**src/hdl/sdsf_pkg.sv**
```systemverilog
package sdsf_pkg;

	// Fixed bytes of a data-set frame.
	localparam logic [7:0] SOX_BYTE   = 8'hF0;
	localparam logic [7:0] MAKER_BYTE = 8'h41;
	localparam logic [7:0] DT1_CMD    = 8'h12;
	localparam logic [7:0] EOX_BYTE   = 8'hF7;
	localparam logic [6:0] SEVEN_MASK = 7'h7F;

	// Reset values of the configuration registers.
	localparam logic       ENABLE_RST = 1'b1;
	localparam logic [6:0] DEVICE_RST = 7'd16;
	localparam logic [6:0] MODEL_RST  = 7'd66;

	// Configuration register indexes.
	localparam logic [1:0] REG_ENABLE = 2'd0;
	localparam logic [1:0] REG_DEVICE = 2'd1;
	localparam logic [1:0] REG_MODEL  = 2'd2;

	// Byte positions inside a frame, in emission order.
	localparam logic [3:0] POS_SOX   = 4'd0;
	localparam logic [3:0] POS_MAKER = 4'd1;
	localparam logic [3:0] POS_DEV   = 4'd2;
	localparam logic [3:0] POS_MODEL = 4'd3;
	localparam logic [3:0] POS_CMD   = 4'd4;
	localparam logic [3:0] POS_ADDR1 = 4'd5;
	localparam logic [3:0] POS_ADDR2 = 4'd6;
	localparam logic [3:0] POS_ADDR3 = 4'd7;
	localparam logic [3:0] POS_DATA  = 4'd8;
	localparam logic [3:0] POS_CHK   = 4'd9;
	localparam logic [3:0] POS_EOX   = 4'd10;

	// Command queue between the front and the back.
	localparam int FIFO_DEPTH = 4;
	localparam int PTR_W      = $clog2(FIFO_DEPTH);
	localparam int CNT_W      = PTR_W + 1;

	typedef struct packed {
		logic       enable;
		logic [6:0] device_id;
		logic [6:0] model_id;
	} cfg_t;

	typedef struct packed {
		logic        first;
		logic        fin;
		logic [6:0]  device_id;
		logic [6:0]  model_id;
		logic [23:0] address;
		logic [7:0]  payload;
		logic [6:0]  checksum;
	} cmd_t;

	typedef struct packed {
		logic full;
		logic empty;
	} fifo_stat_t;

endpackage

```
**src/hdl/sdsf_front.sv**
```systemverilog
module sdsf_front (
	input  logic                clk,
	input  logic                arst_n,
	input  sdsf_pkg::cfg_t      cfg,
	input  logic                push,
	input  logic [23:0]         address,
	input  logic [7:0]          payload,
	input  logic                first,
	input  logic                final_req,
	input  sdsf_pkg::fifo_stat_t fifo_stat,
	output logic                full,
	output logic                cmd_push,
	output sdsf_pkg::cmd_t      cmd
);

	logic       in_frame_q;
	logic [6:0] sum_q;
	logic       accept;
	logic       emit;
	logic [6:0] base_sum;
	logic [6:0] sum_n;

	assign full   = fifo_stat.full;
	assign accept = push && !fifo_stat.full;
	// Words that produce no bytes are swallowed here and never queued.
	assign emit   = cfg.enable && (first || in_frame_q);

	always_comb begin
		if (first) begin
			base_sum = address[22:16] + address[14:8] + address[6:0];
		end else begin
			base_sum = sum_q;
		end
		sum_n = base_sum + payload[6:0];
	end

	assign cmd_push      = accept && emit;
	assign cmd.first     = first;
	assign cmd.fin       = final_req;
	assign cmd.device_id = cfg.device_id;
	assign cmd.model_id  = cfg.model_id;
	assign cmd.address   = address;
	assign cmd.payload   = payload;
	assign cmd.checksum  = sum_n ^ sdsf_pkg::SEVEN_MASK;

	always_ff @(posedge clk or negedge arst_n) begin
		if (!arst_n) begin
			in_frame_q <= 1'b0;
			sum_q      <= 7'd0;
		end else if (cmd_push) begin
			in_frame_q <= !final_req;
			sum_q      <= final_req ? 7'd0 : sum_n;
		end
	end

endmodule

```
**src/hdl/sdsf_fifo.sv**
```systemverilog
module sdsf_fifo (
	input  logic                 clk,
	input  logic                 arst_n,
	input  logic                 wr_en,
	input  sdsf_pkg::cmd_t       wr_cmd,
	input  logic                 rd_en,
	output sdsf_pkg::cmd_t       head,
	output sdsf_pkg::fifo_stat_t stat
);

	sdsf_pkg::cmd_t                   mem_q [sdsf_pkg::FIFO_DEPTH];
	logic [sdsf_pkg::PTR_W-1:0]       wr_ptr_q;
	logic [sdsf_pkg::PTR_W-1:0]       rd_ptr_q;
	logic [sdsf_pkg::CNT_W-1:0]       cnt_q;
	logic                             do_wr;
	logic                             do_rd;

	assign stat.full  = cnt_q == sdsf_pkg::CNT_W'(sdsf_pkg::FIFO_DEPTH);
	assign stat.empty = cnt_q == '0;
	assign do_wr      = wr_en && !stat.full;
	assign do_rd      = rd_en && !stat.empty;
	assign head       = mem_q[rd_ptr_q];

	always_ff @(posedge clk) begin
		if (do_wr) begin
			mem_q[wr_ptr_q] <= wr_cmd;
		end
	end

	always_ff @(posedge clk or negedge arst_n) begin
		if (!arst_n) begin
			wr_ptr_q <= '0;
			rd_ptr_q <= '0;
			cnt_q    <= '0;
		end else begin
			if (do_wr) begin
				wr_ptr_q <= wr_ptr_q + sdsf_pkg::PTR_W'(1);
			end
			if (do_rd) begin
				rd_ptr_q <= rd_ptr_q + sdsf_pkg::PTR_W'(1);
			end
			if (do_wr && !do_rd) begin
				cnt_q <= cnt_q + sdsf_pkg::CNT_W'(1);
			end else if (do_rd && !do_wr) begin
				cnt_q <= cnt_q - sdsf_pkg::CNT_W'(1);
			end
		end
	end

endmodule

```
**src/hdl/sdsf_back.sv**
```systemverilog
module sdsf_back (
	input  logic                 clk,
	input  logic                 arst_n,
	input  sdsf_pkg::cmd_t       head,
	input  sdsf_pkg::fifo_stat_t fifo_stat,
	output logic                 fifo_pop,
	input  logic                 pop,
	output logic                 empty,
	output logic [7:0]           out_byte,
	output logic                 run_last,
	output logic                 frame_end
);

	logic       started_q;
	logic [3:0] idx_q;
	logic       out_valid_q;
	logic [3:0] pos;
	logic       last;
	logic       advance;
	logic [7:0] byte_n;

	assign advance = !fifo_stat.empty && (!out_valid_q || pop);

	always_comb begin
		if (started_q) begin
			pos = idx_q;
		end else if (head.first) begin
			pos = sdsf_pkg::POS_SOX;
		end else begin
			pos = sdsf_pkg::POS_DATA;
		end
		last = pos == (head.fin ? sdsf_pkg::POS_EOX : sdsf_pkg::POS_DATA);
		case (pos)
			sdsf_pkg::POS_SOX:   byte_n = sdsf_pkg::SOX_BYTE;
			sdsf_pkg::POS_MAKER: byte_n = sdsf_pkg::MAKER_BYTE;
			sdsf_pkg::POS_DEV:   byte_n = {1'b0, head.device_id};
			sdsf_pkg::POS_MODEL: byte_n = {1'b0, head.model_id};
			sdsf_pkg::POS_CMD:   byte_n = sdsf_pkg::DT1_CMD;
			sdsf_pkg::POS_ADDR1: byte_n = head.address[23:16];
			sdsf_pkg::POS_ADDR2: byte_n = head.address[15:8];
			sdsf_pkg::POS_ADDR3: byte_n = head.address[7:0];
			sdsf_pkg::POS_DATA:  byte_n = head.payload;
			sdsf_pkg::POS_CHK:   byte_n = {1'b0, head.checksum};
			sdsf_pkg::POS_EOX:   byte_n = sdsf_pkg::EOX_BYTE;
			default:             byte_n = sdsf_pkg::EOX_BYTE;
		endcase
	end

	assign fifo_pop = advance && last;
	assign empty    = !out_valid_q;

	always_ff @(posedge clk or negedge arst_n) begin
		if (!arst_n) begin
			started_q   <= 1'b0;
			idx_q       <= sdsf_pkg::POS_SOX;
			out_valid_q <= 1'b0;
		end else begin
			if (advance) begin
				started_q   <= !last;
				idx_q       <= pos + 4'd1;
				out_valid_q <= 1'b1;
			end else if (pop) begin
				out_valid_q <= 1'b0;
			end
		end
	end

	always_ff @(posedge clk) begin
		if (advance) begin
			out_byte  <= byte_n;
			run_last  <= last;
			frame_end <= byte_n == sdsf_pkg::EOX_BYTE;
		end
	end

endmodule

```
**src/hdl/sysex_data_set_framer_core.sv**
```systemverilog
// System-exclusive data-set framer. Each word pushed in carries one data byte; a word
// with first set opens a frame and brings out the start byte, maker byte, device and
// model identifiers, the data-set command, three address bytes and its data byte
// (nine bytes), a later word brings out its data byte only, and a word with final_req
// set adds the checksum and the end byte. Words are taken one per cycle while the
// four-entry command queue has room; the result side delivers one byte per cycle while
// pop is held, and a word produces one, three, nine or eleven bytes, which the byte
// sequencer in the back end walks through in order. Words that arrive while the
// block is disabled, or with no frame open, are dropped at the front and produce
// nothing. run_last marks the last byte of each word and frame_end marks every byte
// equal to the end byte. Configuration is written through cfg_valid/cfg_ready, which
// is always ready; it should only change while no frame is in progress.
module sysex_data_set_framer_core (
	input  logic        clk,
	input  logic        arst_n,
	input  logic        push,
	output logic        full,
	input  logic [23:0] address,
	input  logic [7:0]  payload,
	input  logic        first,
	input  logic        final_req,
	output logic        empty,
	input  logic        pop,
	output logic [7:0]  out_byte,
	output logic        run_last,
	output logic        frame_end,
	input  logic        cfg_valid,
	output logic        cfg_ready,
	input  logic [1:0]  cfg_index,
	input  logic [6:0]  cfg_data
);

	sdsf_pkg::cfg_t       cfg_q;
	sdsf_pkg::cmd_t       front_cmd;
	sdsf_pkg::cmd_t       head_cmd;
	sdsf_pkg::fifo_stat_t fifo_stat;
	logic                 cmd_push;
	logic                 cmd_pop;

	// Configuration registers. Writes to an index past the list are accepted and ignored.
	assign cfg_ready = 1'b1;

	always_ff @(posedge clk or negedge arst_n) begin
		if (!arst_n) begin
			cfg_q.enable    <= sdsf_pkg::ENABLE_RST;
			cfg_q.device_id <= sdsf_pkg::DEVICE_RST;
			cfg_q.model_id  <= sdsf_pkg::MODEL_RST;
		end else if (cfg_valid && cfg_ready) begin
			case (cfg_index)
				sdsf_pkg::REG_ENABLE: cfg_q.enable    <= cfg_data[0];
				sdsf_pkg::REG_DEVICE: cfg_q.device_id <= cfg_data;
				sdsf_pkg::REG_MODEL:  cfg_q.model_id  <= cfg_data;
				default: ;
			endcase
		end
	end

	// The front end tracks the open frame and the running checksum, and queues one
	// command per word that produces bytes, with the identifiers captured alongside.
	sdsf_front u_front (
		.clk       (clk),
		.arst_n    (arst_n),
		.cfg       (cfg_q),
		.push      (push),
		.address   (address),
		.payload   (payload),
		.first     (first),
		.final_req (final_req),
		.fifo_stat (fifo_stat),
		.full      (full),
		.cmd_push  (cmd_push),
		.cmd       (front_cmd)
	);

	sdsf_fifo u_fifo (
		.clk    (clk),
		.arst_n (arst_n),
		.wr_en  (cmd_push),
		.wr_cmd (front_cmd),
		.rd_en  (cmd_pop),
		.head   (head_cmd),
		.stat   (fifo_stat)
	);

	// The back end walks the byte positions of the head command into the output
	// register and releases the command after its last byte.
	sdsf_back u_back (
		.clk       (clk),
		.arst_n    (arst_n),
		.head      (head_cmd),
		.fifo_stat (fifo_stat),
		.fifo_pop  (cmd_pop),
		.pop       (pop),
		.empty     (empty),
		.out_byte  (out_byte),
		.run_last  (run_last),
		.frame_end (frame_end)
	);

	// A byte flagged as an end byte always carries the end byte value. Payload and
	// address bytes may equal it too, so the flag says nothing about run_last.
	a_eox_value: assert property (@(posedge clk) disable iff (!arst_n)
		(!empty && frame_end) |-> (out_byte == sdsf_pkg::EOX_BYTE))
		else $error("end byte flag on a byte of another value");

	// Nothing is queued while the block is disabled.
	a_no_cmd_disabled: assert property (@(posedge clk) disable iff (!arst_n)
		cmd_push |-> cfg_q.enable)
		else $error("command queued while disabled");

	// The queue never reports full and empty together.
	a_fifo_stat: assert property (@(posedge clk) disable iff (!arst_n)
		!(fifo_stat.full && fifo_stat.empty))
		else $error("command queue full and empty at once");

endmodule
```
**config.mk**
```make
export PLATFORM = sky130hd
export DESIGN_NAME = sysex_data_set_framer_core
export DESIGN_NICKNAME = d
export VERILOG_FILES = /design/src/hdl/sdsf_pkg.sv /design/src/hdl/sdsf_front.sv /design/src/hdl/sdsf_fifo.sv /design/src/hdl/sdsf_back.sv /design/src/hdl/sysex_data_set_framer_core.sv
export SDC_FILE = /design/constraint.sdc
export NUM_CORES = 1
export LEC_CHECK = 0
export ABC_CLOCK_PERIOD_IN_PS = 4550
export BUFFER_PORTS_ARGS = -buffer_cell sky130_fd_sc_hd__buf_2
export CAP_MARGIN = 30
export CORE_UTILIZATION = 25
export CTS_CLUSTER_SIZE = 28
export DETAILED_ROUTE_END_ITERATION = 6
export HOLD_SLACK_MARGIN = 0.15
export MAX_ROUTING_LAYER = met4
export PLACE_DENSITY = 0.38
export REMOVE_ABC_BUFFERS = 1
export SYNTH_ARGS = -nofsm -noshare
export SYNTH_HDL_FRONTEND = slang
export SYNTH_HIERARCHICAL = 1
export SYNTH_SLANG_ARGS = --single-unit
```
**constraint.sdc**
```tcl
create_clock -name clk -period 4.55 [get_ports clk]
set_clock_uncertainty 0.05 [all_clocks]
set_input_delay 0.6825 -clock clk [delete_from_list [all_inputs] [get_ports clk]]
set_output_delay 0.6825 -clock clk [all_outputs]
set_load 0.05 [all_outputs]
```
==> summary.txt, run 1 <==
Clocking
  • Num CTS Buffers: 29
  • CTS H-tree depth: 1
  • Post-CTS Resized: 0
  • Clk pin slew, worst setup/hold paths: 0.06 ns
  • Hold-fix buffers at CTS: 1
  • Clk_lat worst skew: about 0.56 ns
  • Clock root buffer: clkbuf_16
  • CTS max path bufs: 3
  • Clk sinks: 266
  • Postcts setup bufs: 0
  • CTS tree: done

Routing
  • Initial drt markers: 377
  • Via density: 4.38
  • Pre-antenna DRT Iters: 4
  • Final ANT Viol Nets: 0
  • DRC viols: 0
  • Wirelength per Cell: roughly 21 µm
  • Via count: about 5800
  • Post-Route WL: around 28000 µm

Synthesis
  • Ys Warns: 6
  • Top FF cell, synth: edfxtp_1
  • Synth async-reset ratio: between 10 and 15%
  • Post-Syn Area: around 12000 µm²
  • Number of synthesized flops with an enable pin: between 200 and 250
  • Sequential cell area fraction in the yosys report: 67.1%
  • Synthesized flop and latch total: between 200 and 300
  • Synth cell types: slightly below 70
  • Syn Inst Count: roughly 660
  • Mean Syn Cell Area: 17.6 µm²

Power
  • Comb pwr share: a little under a third
  • Peak VDD IR: between 0.0002 and 0.0003 V
  • Clock power frac: approximately 28%
  • Static Leak: around 4.6 nW
  • Total power: about 0.008 W
  • Total internal power: about 0.0054 W
  • Reg power frac: between 40% and 50%
  • Sw frac: 33.0%
  • Pwr per Cell Area: around 600 nW/µm²
  • Psw: between 0.002 and 0.003 W

Floorplanning
  • Die Y: around 220 µm
  • Die area: approximately 47000 µm²
  • Initial core utilization: 25.5%
  • Core ar.: about 46000 µm²
  • I/O Pins: between 60 and 70
  • Site row count: approximately 80
  • Die Wd: 218 µm

Cells and area
  • Final Net Count: 770
  • Most frequent cells in the layout: 230 x edfxtp_1, 59 x buf_2, 55 x mux4_2
  • Most common cell after layout, fill and taps aside: edfxtp_1
  • Post-route insts no fill: between 1000 and 1500
  • Syn-to-layout area delta: 14.6%
  • Layout cells sized above 1: ~33%
  • Design area: roughly 13000 µm²

Global routing
  • Grt ovf: 0
  • Largest net degree at the start of global routing: 57
  • Antenna violations before repair: 3
  • GRT Total Usage: approximately an eighth
  • First-pass GRT wire length: 41100 µm
  • Vias in the first global route: roughly 6300

Timing
  • WHS: between 0.2 and 0.3 ns
  • Period utilization: ~87%
  • Fmax: between 200 and 300 MHz
  • Max_slew headroom: 33.8%
  • RSZ-0062 raised after global routing: no
  • Slew @ Worst Pin: 0.993 ns
  • Min cycle time layout: 3.96 ns
  • Final Hold Viols: 0
  • Setup violators final: 0
  • Slew Limit Fails: 0

Worst setup path
  • Worst Path Class, Setup: in -> reg
  • Req. time, crit path: between 4 and 5 ns
  • Critical path endpoint category: register
  • Reg2reg setup slack: 1.11 ns
  • Critical Path AT: roughly 4.3 ns
  • Worst setup SP type: input port
  • Crit path max fanout: 6

Placement
  • Routability Congestion: 0.771
  • Dpl hpwl: ~18000 µm
  • Port Buffers: 59
  • Dpl cell area: between 10000 and 15000 µm²
  • Cells after DPL: about 1300

Run status
  • Status: complete, no violations

Job
  • Max-cap viol count: 0

Worst hold path
  • Hold WC Path Type: in -> reg
==> worst paths after layout <==
path                       cells past startpoint                  to               start
setup reg to reg                              10     u_fifo/cnt_q[1]  u_fifo/rd_ptr_q[1]
hold / removal                                 2  u_back/out_valid_q                 pop
min in group asynchronous                      2           cfg_q[12]              arst_n
max in group asynchronous                      3           cfg_q[14]              arst_n
setup / recovery                              16    u_front/sum_q[5]          address[1]
hold reg to reg                                1     u_fifo/cnt_q[2]     u_fifo/cnt_q[2]
==> stage by stage <==
step                      util (%)  setup TNS [ns]  setup slack, ns
final                         29.2               0            0.593
after global routing          29.2               0            0.385
after CTS                     29.2               0            0.643
after detailed placement      27.1               0           0.0417
after global placement        27.0               0            0.133
after floorplan                  -          -0.435           -0.293
==> registers in the layout, indices dropped and copies added, names as in the netlist <==
| register | flops |
|---|---|
| u_back/out_valid_q | 1 |
| u_back/started_q | 1 |
| u_back/run_last | 1 |
| u_fifo/rd_ptr_q | 2 |
| u_back/idx_q | 4 |
| u_front/sum_q | 7 |
| u_fifo/cnt_q | 3 |
| u_back/out_byte | 8 |
| u_fifo/wr_ptr_q | 2 |
| cfg_q | 15 |
| u_front/in_frame_q | 1 |
| u_fifo/mem_q | 220 |
| u_back/frame_end | 1 |
==> synth_stat cells (6+ instances only) <==
library cell | count | share of area [%]
nor2_1 | 20 | 0.65
edfxtp_1 | 230 | 59
mux2_2 | 23 | 2.2
a22o_1 | 6 | 0.45
nand2_1 | 22 | 0.71
nand3_1 | 13 | 0.56
xnor2_1 | 12 | 0.90
clkbuf_1 | 8 | 0.26
dfrtp_1 | 32 | 6.9
inv_1 | 24 | 0.77
o21ai_0 | 12 | 0.52
a21oi_1 | 13 | 0.56
buf_4 | 53 | 3.4
mux4_2 | 55 | 11
ha_1 | 20 | 2.2
buf_2 | 9 | 0.39
fa_1 | 9 | 1.5
==> cell families (layout without fill, tap and decap cells) <==
kind of cell    count (synthesis)  count (layout)  share of synthesized area, %
compound gates                 77              77                          4.87
xor+xnor                       16              16                          1.20
fa+ha+maj                      29              29                          3.70
buf+inv                       100             154                          5.36
flops                         266             266                          67.1
mux                            80              80                          13.1
other cells                     1               4                        0.0322
simple gates                   93              93                          4.60
==> critical path, stage by stage <==
cell and delay [ns]:
buf_2 0.12, inv_1 0.06, fa_1 0.57, inv_1 0.05
ha_1 0.22, fa_1 0.47, a21o_1 0.18, a21oi_1 0.17
xnor2_1 0.08, mux2_2 0.27, ha_1 0.34, nor3b_1 0.17
a31oi_1 0.14, o21ai_0 0.10, a311oi_1 0.51, o21ai_0 0.18
==> per-layer routing <==
| metal | track usage [%] | vias up | share of wire, % |
|---|---|---|---|
| met5 | - | - | 0 |
| met4 | 3.92 | 0 | 2.4 |
| met3 | 2.09 | 38 | 4.1 |
| met2 | 20.1 | 111 | 49 |
| met1 | 15.0 | 3021 | 44 |
| li1 | - | 2604 | - |
==> power by group through the flow <==
stage | Clock [W] | Combinational, W | Sequential, W
floorplan | 0 | 0.00145 | 0.00356
global placement | 0 | 0.00254 | 0.00332
detailed placement | 0 | 0.00258 | 0.00334
CTS | 0.00238 | 0.00259 | 0.00329
global route | 0.00248 | 0.00275 | 0.00332
finish | 0.00230 | 0.00251 | 0.00328
==> area by class of cell <==
class	count	area (µm²)
multi-input cells	296	3210
repair buffers	76	500
inverters	24	90.1
fillers	4550	32300
flip-flops and latches	266	7820
clock buffers	36	812
clock inverters	18	141
diodes	3	7.51
well taps	600	751
No activity file was read; power rests on OpenSTA's default activity.
==> inputs of run 2 (changes only) <==
--- a/config.mk
+++ b/config.mk
@@ -13,7 +13,7 @@
 export DETAILED_ROUTE_END_ITERATION = 6
 export HOLD_SLACK_MARGIN = 0.15
 export MAX_ROUTING_LAYER = met4
-export PLACE_DENSITY = 0.38
+export PLACE_DENSITY = 0.43
 export REMOVE_ABC_BUFFERS = 1
 export SYNTH_ARGS = -nofsm -noshare
 export SYNTH_HDL_FRONTEND = slang
==> run 2 against run 1 <==
First-iteration DRC count shrank 0.53%. Largest power group unchanged. Sequential share of layout area shrank 0.18 points. Clock power grew 3%. Cell count is the same. Cell area grew 0.31%.
==> summary.txt, run 2 (synthesis results as in run 1) <==
Worst setup path
  • Req. time, crit path: 4.91 ns (about the same)
  • Crit path buffers/inverters: 3 (unchanged)
  • Critical Path AT: 4.20 ns (was 4.32 ns)
  • Worst setup SP type: input port (unchanged)
  • CP Depth: 16 (unchanged)
  • Reg2reg path depth: 12 (was 10)
  • Critical path endpoint category: register (unchanged)
  • Worst setup path endpoint: u_front/sum_q[5] (unchanged)
  • Critical path's slowest cell: fa_1 (unchanged)
  • Worst Path Class, Setup: in -> reg (unchanged)
  • CP Cell Sequence: buf_2 > inv_1 > fa_1 > inv_1 > ha_1 > fa_1 > a21o_1 > a21oi_1 > xnor2_1 > mux2_2 > ha_1 > nor3b_1 > a31oi_1 > o21ai_0 > a311oi_1 > o21ai_0 (unchanged)
  • Reg2reg setup slack: 1.23 ns (was 1.11 ns)
  • Worst R2R Start: u_fifo/rd_ptr_q[0] (was u_fifo/rd_ptr_q[1])
  • Max incr delay on CP: 0.54 ns (was 0.57 ns)
  • Top delay family on crit path: adder cells (unchanged)
  • Crit path max fanout: 6 (unchanged)
  • Worst Setup SP: address[1] (unchanged)
  • Worst flop-to-flop path endpoint: u_fifo/cnt_q[2] (was u_fifo/cnt_q[1])

Global routing
  • Grt ovf: 0 (unchanged)
  • First-pass GRT wire length: 40200 µm (was 41100 µm)
  • GRT Total Usage: 11.8% (was 12.1%)
  • Largest net degree at the start of global routing: 57 (unchanged)
  • Vias in the first global route: 6279 (was 6345)
  • Antenna violations before repair: 1 (was 3)

Timing
  • Fmax: 260 MHz (was 253 MHz)
  • Max_slew headroom: 42.1% (was 33.8%)
  • Final TNS setup: 0 ns (unchanged)
  • Setup violators final: 0 (unchanged)
  • Min cycle time layout: 3.84 ns (was 3.96 ns)
  • RSZ-0062 raised after global routing: no (unchanged)
  • Period utilization: 84.5% (was 87.0%)
  • Slew Limit Fails: 0 (unchanged)
  • Final Hold Viols: 0 (unchanged)
  • Slew @ Worst Pin: 0.862 ns (was 0.993 ns)

Routing
  • Wirelength per Cell: 20.0 µm (was 20.9 µm)
  • Initial drt markers: 375 (was 377)
  • Final ANT Viol Nets: 0 (unchanged)
  • Post-Route WL: 26400 µm (was 27500 µm)
  • Via density: 4.35 (was 4.38)
  • Via count: 5741 (was 5774)
  • DRC viols: 0 (unchanged)
  • Pre-antenna DRT Iters: 4 (unchanged)

Floorplanning
  • Die area: 47400 µm² (unchanged)
  • Die Wd: 218 µm (unchanged)
  • Site row count: 78 (unchanged)
  • I/O Pins: 61 (unchanged)
  • Initial core utilization: 25.5% (unchanged)
  • Die Y: 218 µm (unchanged)
  • Core ar.: 45700 µm² (unchanged)

Clocking
  • Clk pin slew, worst setup/hold paths: 0.06 ns (about the same)
  • CTS max path bufs: 3 (unchanged)
  • Clock root buffer: clkbuf_16 (unchanged)
  • Clk_lat worst skew: 0.56 ns (about the same)
  • CTS H-tree depth: 1 (unchanged)
  • Clk sinks: 266 (unchanged)
  • Num CTS Buffers: 31 (was 29)
  • CTS tree: done (unchanged)

Worst hold path
  • Hold Crit Depth: 2 (unchanged)
  • Hold WC Path Type: in -> reg (unchanged)

Job
  • Max-cap viol count: 0 (unchanged)

Cells and area
  • Post-route insts no fill: 1319 (unchanged)
  • Top flop regs: u_fifo/mem_q: 220 flops, cfg_q: 15 flops, u_back/out_byte: 8 flops (unchanged)
  • Largest Register: u_fifo/mem_q (unchanged)
  • Most common cell after layout, fill and taps aside: edfxtp_1 (unchanged)
  • Final Net Count: 770 (unchanged)
  • Most frequent cells in the layout: 230 x edfxtp_1, 59 x buf_2, 55 x mux4_2 (unchanged)
  • Layout cells sized above 1: 31.1% (was 32.5%)
  • Max reg flops: 220 (unchanged)
  • Syn-to-layout area delta: 14.9% (was 14.6%)

Run status
  • Status: complete, no violations (unchanged)

Placement
  • Port Buffers: 59 (unchanged)
  • Cells after DPL: 1259 (was 1261)
  • Dpl hpwl: 16800 µm (was 18300 µm)
  • Routability Congestion: 0.777 (was 0.771)

Power
  • Peak VDD IR: 0.000309 V (was 0.000296 V)
  • Static Leak: 4.56 nW (was 4.55 nW)
  • Pwr per Cell Area: 608 nW/µm² (was 607 nW/µm²)
run 2: changes by cell type in the layout (fill, tap and decap cells not counted), sizes merged:
cell      change
clkbuf        +6
buf           -2
clkinvlp      -2
diode         -2
bufinv        +1
inv           -1
run 2: layer usage:
metal | vias to the layer above | GRT usage, % | part of all wire (%)
li1 | 2608 | - | -
met1 | 2972 | 15.3 | 46
met2 | 114 | 18.8 | 48
met3 | 47 | 2.16 | 4.5
met4 | 0 | 3.12 | 2.2
met5 | - | - | 0
run 2: final cells by class:
type | count | area [µm²]
fillers | 4567 | 32300
clock buffers | 42 | 847
well taps | 600 | 751
inverters | 24 | 90.1
diodes | 1 | 2.50
multi-input cells | 296 | 3210
flip-flops and latches | 266 | 7820
repair buffers | 74 | 523
clock inverters | 16 | 130
run 2: report_power, final:
| part | internal [W] | switching, W | leakage (nW) |
|---|---|---|---|
| Sequential | 0.00312 | 0.000149 | 2.51 |
| Clock | 0.00141 | 0.000962 | 0.481 |
| Combinational | 0.000987 | 0.00150 | 1.57 |
| Total | 0.00551 | 0.00261 | 4.56 |
run 2: repair_timing:
| action | in CTS | in global routing |
|---|---|---|
| endpoints found under the hold margin | 11 | 0 |
| buffers inserted | 0 | 0 |
| hold buffers | 1 | 0 |
| resized for setup | 0 | 0 |
run 2: worst min-delay path by stage:
stage,slack (ns),startpoint,endpoint
global route,0.26,pop,u_back/out_valid_q
CTS,0.23,pop,u_back/out_valid_q
global placement,0.41,u_front/sum_q[1],u_front/sum_q[1]
finish,0.26,pop,u_back/out_valid_q
floorplan,0.34,arst_n,cfg_q[0]
detailed placement,0.42,u_front/sum_q[1],u_front/sum_q[1]
run 2: metrics by stage:
stage	setup slack, ns	util (%)	total power (W)	cell area (µm²)	hold WS [ns]
detailed placement	0.128	27.1	0.00589	12400	0.418
floorplan	-0.293	-	0.00501	11100	0.337
global placement	0.168	27.1	0.00587	12400	0.407
global route	0.444	29.3	0.00859	13400	0.262
finish	0.705	29.3	0.00813	13400	0.261
CTS	0.739	29.3	0.00829	13400	0.234
==> inputs of run 3 (changes only) <==
--- a/config.mk
+++ b/config.mk
@@ -5,7 +5,7 @@
 export SDC_FILE = /design/constraint.sdc
 export NUM_CORES = 1
 export LEC_CHECK = 0
-export ABC_CLOCK_PERIOD_IN_PS = 4550
+export ABC_CLOCK_PERIOD_IN_PS = 3900
 export BUFFER_PORTS_ARGS = -buffer_cell sky130_fd_sc_hd__buf_2
 export CAP_MARGIN = 30
 export CORE_UTILIZATION = 25
==> constraint.sdc (replaced) <==
create_clock -name clk -period 3.9 [get_ports clk]
set_clock_uncertainty 0.05 [all_clocks]
set_input_delay 0.585 -clock clk [delete_from_list [all_inputs] [get_ports clk]]
set_output_delay 0.585 -clock clk [all_outputs]
set_load 0.05 [all_outputs]
==> run 3 against run 2 <==
Cell area grew 1.1%. Routed wire length is 1.1% higher. Die area stayed put. First-iteration DRC count decreased by 0.53%. Via count increased by 2.2%. Largest cell class unchanged.
==> summary.txt, run 3 (synthesis results as in run 1) <==
Worst setup path
  • Crit path max fanout: 4 (was 6)
  • Req. time, crit path: 4.13 ns (was 4.91 ns)
  • Worst Path Class, Setup: in -> reg (unchanged)
  • Critical path endpoint category: register (unchanged)
  • Critical Path AT: 3.89 ns (was 4.20 ns)
  • Worst setup SP type: input port (unchanged)

Floorplanning
  • Die Wd: 218 µm (unchanged)
  • Initial core utilization: 25.5% (unchanged)
  • Die area: 47400 µm² (unchanged)
  • Die Y: 218 µm (unchanged)
  • Core ar.: 45700 µm² (unchanged)
  • Site row count: 78 (unchanged)
  • I/O Pins: 61 (unchanged)

Cells and area
  • Final Net Count: 792 (was 770)
  • Top flop regs: u_fifo/mem_q: 220 flops, cfg_q: 15 flops, u_back/out_byte: 8 flops (unchanged)
  • Max reg flops: 220 (unchanged)
  • Design area: 13500 µm² (was 13400 µm²)
  • Most common cell after layout, fill and taps aside: edfxtp_1 (unchanged)
  • Syn-to-layout area delta: 16.2% (was 14.9%)
  • Layout cells sized above 1: 33.2% (was 31.1%)
  • Most frequent cells in the layout: 230 x edfxtp_1, 59 x buf_2, 55 x mux4_2 (unchanged)
  • Largest Register: u_fifo/mem_q (unchanged)

Clocking
  • Clock root buffer: clkbuf_16 (unchanged)
  • Clk pin slew, worst setup/hold paths: 0.06 ns (about the same)
  • CTS H-tree depth: 1 (unchanged)
  • Clk_lat worst skew: 0.55 ns (was 0.56 ns)
  • Num CTS Buffers: 29 (was 31)
  • CTS max path bufs: 3 (unchanged)
  • Post-CTS Resized: 0 (unchanged)
  • CTS tree: done (unchanged)
  • Clk sinks: 266 (unchanged)

Placement
  • Dpl hpwl: 18000 µm (was 16800 µm)
  • Pre-CTS setup slack: -0.305 ns (was 0.128 ns)
  • Port Buffers: 59 (unchanged)
  • Routability Congestion: 0.752 (was 0.777)
  • Dpl cell area: 12500 µm² (was 12400 µm²)

Power
  • Peak VDD IR: 0.000401 V (was 0.000309 V)
  • Static Leak: 4.66 nW (was 4.56 nW)
  • Total power: 0.00961 W (was 0.00813 W)
  • Pwr per Cell Area: 711 nW/µm² (was 608 nW/µm²)

Timing
  • WHS: 0.187 ns (was 0.261 ns)
  • Min cycle time layout: approximately 3.7 ns
  • Setup violators final: 0 (unchanged)
  • Period utilization: 93.9%
  • Final TNS setup: 0 ns (unchanged)
  • Slew Limit Fails: 0 (unchanged)
  • Slew @ Worst Pin: 0.819 ns (was 0.862 ns)
  • Final Hold Viols: 0 (unchanged)
  • Max_slew headroom: 45.4% (was 42.1%)
  • Fmax: ~270 MHz
  • Setup WS post-layout: 0.237 ns (was 0.705 ns)
  • RSZ-0062 raised after global routing: no (unchanged)

Routing
  • DRC viols: 0 (unchanged)
  • Pre-antenna DRT Iters: 7 (was 4)
  • Initial drt markers: 373 (was 375)
  • Final ANT Viol Nets: 0 (unchanged)
  • Via count: 5867 (was 5741)
  • Post-Route WL: 26700 µm (was 26400 µm)
  • Wirelength per Cell: 19.9 µm (was 20.0 µm)
  • Via density: 4.38 (was 4.35)

Global routing
  • Largest net degree at the start of global routing: 40 (was 57)
  • Grt ovf: 0 (unchanged)
  • Vias in the first global route: 6381 (was 6279)
  • Antenna violations before repair: 2 (was 1)
  • GRT Total Usage: 11.9% (was 11.8%)
  • First-pass GRT wire length: 40700 µm (was 40200 µm)

Run status
  • Status: complete, no violations (unchanged)

Job
  • Max-cap viol count: 0 (unchanged)

Worst hold path
  • Hold WC Path Type: in -> reg (unchanged)
## run 3: cell types whose count changed in the layout (fill, tap and decap cells not counted)
cell and change:
bufinv_16 +2, clkinvlp_4 -1, clkbuf_8 -1, buf_12 -1, clkbuf_16 -2, diode_2 +1, clkinv_1 -2, clkbuf_1 -1
buf_4 +25
## run 3: layout make-up
cell class / count / area (µm²)
clock buffer: 38 / 779
tap: 600 / 751
timing repair buffer: 98 / 691
antenna: 2 / 5.00
sequential: 266 / 7820
multi-input combinational: 296 / 3210
fill: 4559 / 32200
clock inverter: 15 / 175
inverter: 24 / 90.1
## run 3: layer usage
metal / GRT usage (%) / vias to the layer above / share of wire (%) / wire (µm)
met5: - / - / 0 / 0
met4: 3.38 / 0 / 2.2 / 580
met3: 2.09 / 41 / 4.2 / 1120
met2: 18.8 / 101 / 47 / 12700
met1: 15.7 / 3070 / 46 / 12300
li1: - / 2655 / - / -
## run 3: path summary, 6_finish.rpt
kind | endpoint | slack, ns | cells after the start | startpoint
max in group asynchronous | cfg_q[14] | 2.52 | 3 | arst_n
setup / recovery | u_fifo/mem_q[3][6] | 0.24 | 15 | address[1]
hold / removal | u_back/out_valid_q | 0.19 | 2 | pop
setup reg to reg | u_fifo/cnt_q[1] | 0.69 | 10 | u_fifo/rd_ptr_q[0]
min in group asynchronous | u_fifo/cnt_q[1] | 0.56 | 2 | arst_n
hold reg to reg | u_front/in_frame_q | 0.43 | 2 | u_front/in_frame_q
## run 3: repair_timing
| action | in CTS | in global routing |
|---|---|---|
| hold buffers | 1 | 0 |
| hold endpoints to repair | 22 | 0 |
| buffers inserted | 0 | 0 |
## run 3: metrics by stage
step	instances	util (%)
2_1_floorplan	586	-
3_3_place_gp	1282	27.5
3_5_place_dp	1283	27.5
4_1_cts	1337	29.6
5_1_grt	1339	29.6
6_report	1339	29.6
## run 3: worst max-delay path, cell delays in order
cell      delay, ns
buf_2          0.09
inv_1          0.06
fa_1           0.58
inv_1          0.07
ha_1           0.22
fa_1           0.45
a21o_1         0.16
a21oi_1        0.16
xnor2_1        0.08
mux2_2         0.27
ha_1           0.32
or3b_1         0.37
o311a_1        0.12
o211ai_1       0.17
xnor2_1        0.18
## run 3: power breakdown
group | switching [W] | leakage (nW) | total, W | internal (W)
logic | 0.00180 | 1.68 | 0.00304 | 0.00124
registers | 0.000174 | 2.51 | 0.00381 | 0.00364
clock network | 0.00110 | 0.473 | 0.00277 | 0.00166
